[config.mk]
export PLATFORM = sky130hd
export DESIGN_NAME = dbei_csr
export DESIGN_NICKNAME = d
export VERILOG_FILES = /design/src/rtl/dbei_pkg.sv /design/src/rtl/dbei_csr.sv
export SDC_FILE = /design/constraint.sdc
export NUM_CORES = 1
export LEC_CHECK = 0
export BUFFER_PORTS_ARGS = -buffer_cell sky130_fd_sc_hd__buf_2
export CAP_MARGIN = 5
export CORE_ASPECT_RATIO = 0.75
export CORE_MARGIN = 2
export CORE_UTILIZATION = 52
export DETAILED_ROUTE_END_ITERATION = 10
export GPL_TIMING_DRIVEN = 0
export PLACE_DENSITY = 0.8
export SYNTH_ARGS = -nofsm -noshare
export SYNTH_HDL_FRONTEND = slang
export SYNTH_SLANG_ARGS = --single-unit
[constraint.sdc]
create_clock -name clock -period 1.3 [get_ports clock]
set_input_delay 0.065 -clock clock [delete_from_list [all_inputs] [get_ports clock]]
set_output_delay 0.065 -clock clock [all_outputs]
set_load 0.01 [all_outputs]
[src/rtl/dbei_pkg.sv]
// Shared types, constants and fixed-point helpers of the biexponential integrator.
`default_nettype none
package dbei_pkg;

   localparam int NODE_COUNT = 1024;
   localparam int ADDR_W = $clog2(NODE_COUNT);
   localparam int IDX_W = 10;
   localparam int DATA_W = 32;
   localparam int PADDR_W = 5;
   localparam int NUM_STAGES = 12;

   localparam logic [2:0] REG_RATE_ALPHA = 3'd0;
   localparam logic [2:0] REG_RATE_BETA = 3'd1;
   localparam logic [2:0] REG_STEP_LENGTH = 3'd2;
   localparam logic [2:0] REG_INV_STEP = 3'd3;
   localparam logic [2:0] REG_DECAY_ALPHA = 3'd4;
   localparam logic [2:0] REG_DECAY_BETA = 3'd5;
   localparam logic [2:0] REG_SUM_INV_RATES = 3'd6;
   localparam logic [2:0] REG_INV_RATE_DIFF = 3'd7;

   typedef struct packed {
      logic [30:0] rate_alpha;
      logic [30:0] rate_beta;
      logic [31:0] step_length;
      logic [30:0] inv_step_length;
      logic [31:0] decay_factor_alpha;
      logic [31:0] decay_factor_beta;
      logic [31:0] sum_inverse_rates;
      logic signed [31:0] inv_rate_difference;
   } cfg_type;

   typedef struct packed {
      logic valid;
      logic [IDX_W-1:0] idx;
      logic ok;
      logic signed [31:0] pd;
      logic signed [31:0] v;
      logic signed [31:0] d;
      logic signed [31:0] old;
      logic signed [31:0] diff;
      logic signed [31:0] dpdt;
      logic signed [31:0] fab;
      logic signed [31:0] adj;
      logic signed [31:0] mb;
      logic signed [31:0] ma;
      logic signed [31:0] num;
      logic signed [31:0] c1e;
      logic signed [31:0] c1;
      logic signed [31:0] mfs;
      logic signed [31:0] c1ea;
      logic signed [31:0] t;
      logic signed [31:0] c12;
      logic signed [31:0] c2eb;
      logic signed [31:0] mf;
      logic signed [31:0] mq;
      logic signed [31:0] ma2;
      logic signed [31:0] mb2;
      logic signed [31:0] newv;
      logic signed [31:0] inner;
      logic signed [31:0] mi;
      logic signed [31:0] newd;
   } work_type;

   function automatic logic signed [31:0] sat32(input logic signed [65:0] x);
      logic signed [31:0] r;
      if (x > 66'sd2147483647) begin
         r = 32'sh7FFFFFFF;
      end else if (x < -66'sd2147483648) begin
         r = 32'sh80000000;
      end else begin
         r = x[31:0];
      end
      return r;
   endfunction

   function automatic logic signed [65:0] sx(input logic signed [31:0] x);
      return 66'(x);
   endfunction

   // Q16.16 times a non-negative Q16.16 rate, rounded toward minus infinity.
   function automatic logic signed [31:0] mul_q16(input logic signed [31:0] a,
                                                  input logic [30:0] b);
      logic signed [63:0] p;
      logic signed [63:0] s;
      p = a * $signed({1'b0, b});
      s = p >>> 16;
      return sat32(66'(s));
   endfunction

   // Q16.16 times an unsigned Q0.32 fraction.
   function automatic logic signed [31:0] mul_frac(input logic signed [31:0] a,
                                                   input logic [31:0] f);
      logic signed [64:0] p;
      logic signed [64:0] s;
      p = a * $signed({1'b0, f});
      s = p >>> 32;
      return sat32(66'(s));
   endfunction

   // Q16.16 times a signed Q8.24 value.
   function automatic logic signed [31:0] mul_q24(input logic signed [31:0] a,
                                                  input logic signed [31:0] b);
      logic signed [63:0] p;
      logic signed [63:0] s;
      p = a * b;
      s = p >>> 24;
      return sat32(66'(s));
   endfunction

endpackage
`default_nettype wire

[src/rtl/dbei_csr.sv]
// Configuration registers behind the APB-style port.
`default_nettype none
module dbei_csr import dbei_pkg::*; (
   input  wire logic               clock,
   input  wire logic               reset,
   input  wire logic               csr_psel,
   input  wire logic               csr_penable,
   input  wire logic               csr_pwrite,
   input  wire logic [PADDR_W-1:0] csr_paddr,
   input  wire logic [31:0]        csr_pwdata,
   output logic [31:0]             csr_prdata,
   output logic                    csr_pready,
   output cfg_type                 cfg
);
   cfg_type cfg_ff;
   logic [2:0] sel;
   logic wr;

   assign sel = csr_paddr[PADDR_W-1:2];
   assign wr = csr_psel & csr_penable & csr_pwrite;
   assign csr_pready = 1'b1;
   assign cfg = cfg_ff;

   always_ff @(posedge clock) begin
      if (reset) begin
         cfg_ff.rate_alpha <= 31'd2949120;
         cfg_ff.rate_beta <= 31'd12124160;
         cfg_ff.step_length <= 32'd429497;
         cfg_ff.inv_step_length <= 31'd655360000;
         cfg_ff.decay_factor_alpha <= 32'd4275683394;
         cfg_ff.decay_factor_beta <= 32'd4216240850;
         cfg_ff.sum_inverse_rates <= 32'd118659767;
         cfg_ff.inv_rate_difference <= -32'sd119837;
      end else if (wr) begin
         case (sel)
            REG_RATE_ALPHA: cfg_ff.rate_alpha <= csr_pwdata[30:0];
            REG_RATE_BETA: cfg_ff.rate_beta <= csr_pwdata[30:0];
            REG_STEP_LENGTH: cfg_ff.step_length <= csr_pwdata;
            REG_INV_STEP: cfg_ff.inv_step_length <= csr_pwdata[30:0];
            REG_DECAY_ALPHA: cfg_ff.decay_factor_alpha <= csr_pwdata;
            REG_DECAY_BETA: cfg_ff.decay_factor_beta <= csr_pwdata;
            REG_SUM_INV_RATES: cfg_ff.sum_inverse_rates <= csr_pwdata;
            REG_INV_RATE_DIFF: cfg_ff.inv_rate_difference <= csr_pwdata;
            default: ;
         endcase
      end
   end

   always_comb begin
      case (sel)
         REG_RATE_ALPHA: csr_prdata = {1'b0, cfg_ff.rate_alpha};
         REG_RATE_BETA: csr_prdata = {1'b0, cfg_ff.rate_beta};
         REG_STEP_LENGTH: csr_prdata = cfg_ff.step_length;
         REG_INV_STEP: csr_prdata = {1'b0, cfg_ff.inv_step_length};
         REG_DECAY_ALPHA: csr_prdata = cfg_ff.decay_factor_alpha;
         REG_DECAY_BETA: csr_prdata = cfg_ff.decay_factor_beta;
         REG_SUM_INV_RATES: csr_prdata = cfg_ff.sum_inverse_rates;
         REG_INV_RATE_DIFF: csr_prdata = cfg_ff.inv_rate_difference;
         default: csr_prdata = 32'd0;
      endcase
   end
endmodule
`default_nettype wire

==> metrics <==
status finished with violations; violated checks setup timing; final instance area 15,200 sq um; antenna violations before repair 1; Die Wd ~170 um; share of cells above drive strength 1 between 30 and 40%; nets@finish between 1,500 and 2,000; first-pass GRT wire length 77.3 mm; Routed Antenna Nets 0; Cell Rows 46; Residual DRC 0; CTS clk-pin slew, worst paths ~0.060 ns; skew final 0 ns; final worst path period need around 1.9 ns; slew margin rel. between 30% and 40%; YS warnings 0; max reg flops ~250; Tcrit/Tclk final 147%; final core occ between 70% and 80%; Vias/cell 6.32; total die area between 20,000 and 25,000 sq um; Worst-Margin Slew around 0.93 ns; DP HPWL 36.4 mm; Critical Path RT roughly 1.2 ns; Starting DRT DRC Count about 2,400; max_cap viols 0; Wirelength per Cell approximately 25 um; ys flop type dfxtp_1; I/O pin cnt ~330; register bit count reported by yosys 253; syn nets about 1,500; hold_ws roughly 0.04 ns; GRT Util Overall between 40 and 50%; Tot Pwr around 17,000 uW; Starting Density 53.3%; Post-Place Cells 2,022; pin count of the biggest net entering global routing 15; pwr dens roughly 1100 nW/um^2; crit path kind reg -> out; CP max FO 3; clock sink count about 250; First-pass DRT Iterations 8; Post-Syn Area 11,400 sq um; Clock Tree Buf Depth 3; GRT overflow 0; Die Y-Extent 132 um; final worst slack -0.607 ns; post-synthesis sequential area ratio 44.6%; fin cells between 2,000 and 2,500; total routed wirelength 53.9 mm; final hold vios 0; Port Buffer Count between 200 and 300; worst path arrival time 1.84 ns; Core Region around 21,000 sq um; clock latency on the worst-skew pair ~0.53 ns; Async S/R FF share, synth 0%; Area Growth Syn to Fin 34.2%; Setup crit end kind output pin; Synth Instances about 1,400; IR drop worst, VDD between 800 and 900 uV; CTS tree yes; H-Tree Level Count 1; Netlist cell types 40; max-slew violations 0; RSZ-0062 raised after global routing yes; most frequent cells in the layout 492 x nand2_1, 370 x buf_2, 165 x dfxtp_1; Leakage slightly below 0.007 uW; crit start category flop; Post-synth EDFFs 0; final setup violation count 33; gpl congestion slightly below 1; Root Driver clkbuf_16; vias about 14,000; synthesized area per cell roughly 7.9 sq um; CTS buffer count 25; Max Clock Freq around 520 MHz; commonest non-fill, non-tap cell in the layout nand2_1; Cell Area, Placed about 13,000 sq um; vias in the first global route about 12,000; Hold WC Path Type in -> reg
-- routing by layer --
layer	vias up	wire [um]	GRT usage [%]
met5	-	0	0
met4	0	3410	22.7
met3	306	9260	14.6
met2	1425	21900	65.5
met1	6245	19400	58.3
li1	5613	-	-
-- cell usage after synthesis, types with 5 or more instances --
master | instances | share of area (%)
nand2_1 | 493 | 16
dfxtp_1 | 253 | 45
a21oi_1 | 167 | 7.4
nand3b_1 | 91 | 6.0
buf_2 | 82 | 3.6
nor2_1 | 65 | 2.1
clkbuf_1 | 46 | 1.5
a221oi_1 | 43 | 3.3
mux2i_1 | 34 | 3.0
a22o_1 | 31 | 2.4
inv_1 | 26 | 0.86
buf_6 | 14 | 1.4
mux2_2 | 13 | 1.3
a211o_1 | 9 | 0.69
nand2b_1 | 9 | 0.50
buf_4 | 8 | 0.53
a22oi_1 | 7 | 0.46
mux2_1 | 7 | 0.69
o22a_1 | 6 | 0.46
a211oi_1 | 5 | 0.33
o22ai_1 | 5 | 0.28
-- layout make-up --
| type | count | area (sq um) |
|---|---|---|
| tap | 288 | 360 |
| buffer | 150 | 872 |
| clock buffer | 36 | 737 |
| clock inverter | 7 | 65.1 |
| fill | 1689 | 6060 |
| inverter | 26 | 97.6 |
| sequential | 253 | 5180 |
| multi-input combinational | 1013 | 5750 |
| antenna | 1 | 2.50 |
| timing repair buffer | 375 | 2180 |
-- timing repair --
action | in CTS | in global routing
resized for setup | 146 | 49
endpoints found under the hold margin | 253 | 0
gates cloned | 0 | 0
pin swaps | 42 | 36
hold buffers | 32 | 0
setup buffers | 43 | 9
endpoints found under the setup margin | 32 | 43
-- cells by family (layout without fill, tap and decap cells) --
| group | after synthesis | after routing | share of synthesized area (%) |
|---|---|---|---|
| simple gates | 680 | 680 | 26.5 |
| buf+inv | 177 | 594 | 8.04 |
| mux | 55 | 55 | 5.18 |
| flops | 253 | 253 | 44.6 |
| other cells | 1 | 2 | 0.0330 |
| compound gates | 277 | 277 | 15.6 |
-- through the flow --
stage / setup WS [ns] / TNS, ns
finish: -0.607 / -14.57
global route: -0.634 / -15.20
CTS: -0.586 / -13.53
detailed placement: -0.697 / -70.71
global placement: -0.706 / -62.72
floorplan: 0.0872 / 0
-- report_power, final --
| group | total (uW) | internal, uW | switching, uW |
|---|---|---|---|
| Clock | 7330 | 4120 | 3210 |
| Sequential | 7900 | 7820 | 72.9 |
| Combinational | 1970 | 722 | 1250 |
| Total | 17200 | 12700 | 4530 |
-- critical path: stages, from the launching register on --
cell and delay (ns):
dfxtp_1 0.39, mux2i_1 0.12, a221oi_1 0.39, a221oi_2 0.06, nor2_1 0.19, buf_2 0.17
-- worst paths after layout --
path | startpoint | to | slack (ns) | cells past startpoint
worst max-delay path | cfg[38]$_SDFFE_PP0P_ | csr_prdata[6] | -0.61 | 5
worst min-delay path | csr_penable | cfg[233]$_SDFFE_PP0P_ | 0.04 | 5
worst max register to register | cfg[85]$_SDFFE_PP0P_ | cfg[85]$_SDFFE_PP0P_ | 0.41 | 4
worst min register to register | cfg[160]$_SDFFE_PP0P_ | cfg[160]$_SDFFE_PP0P_ | 0.46 | 2
No activity file was read; power rests on OpenSTA's default activity.
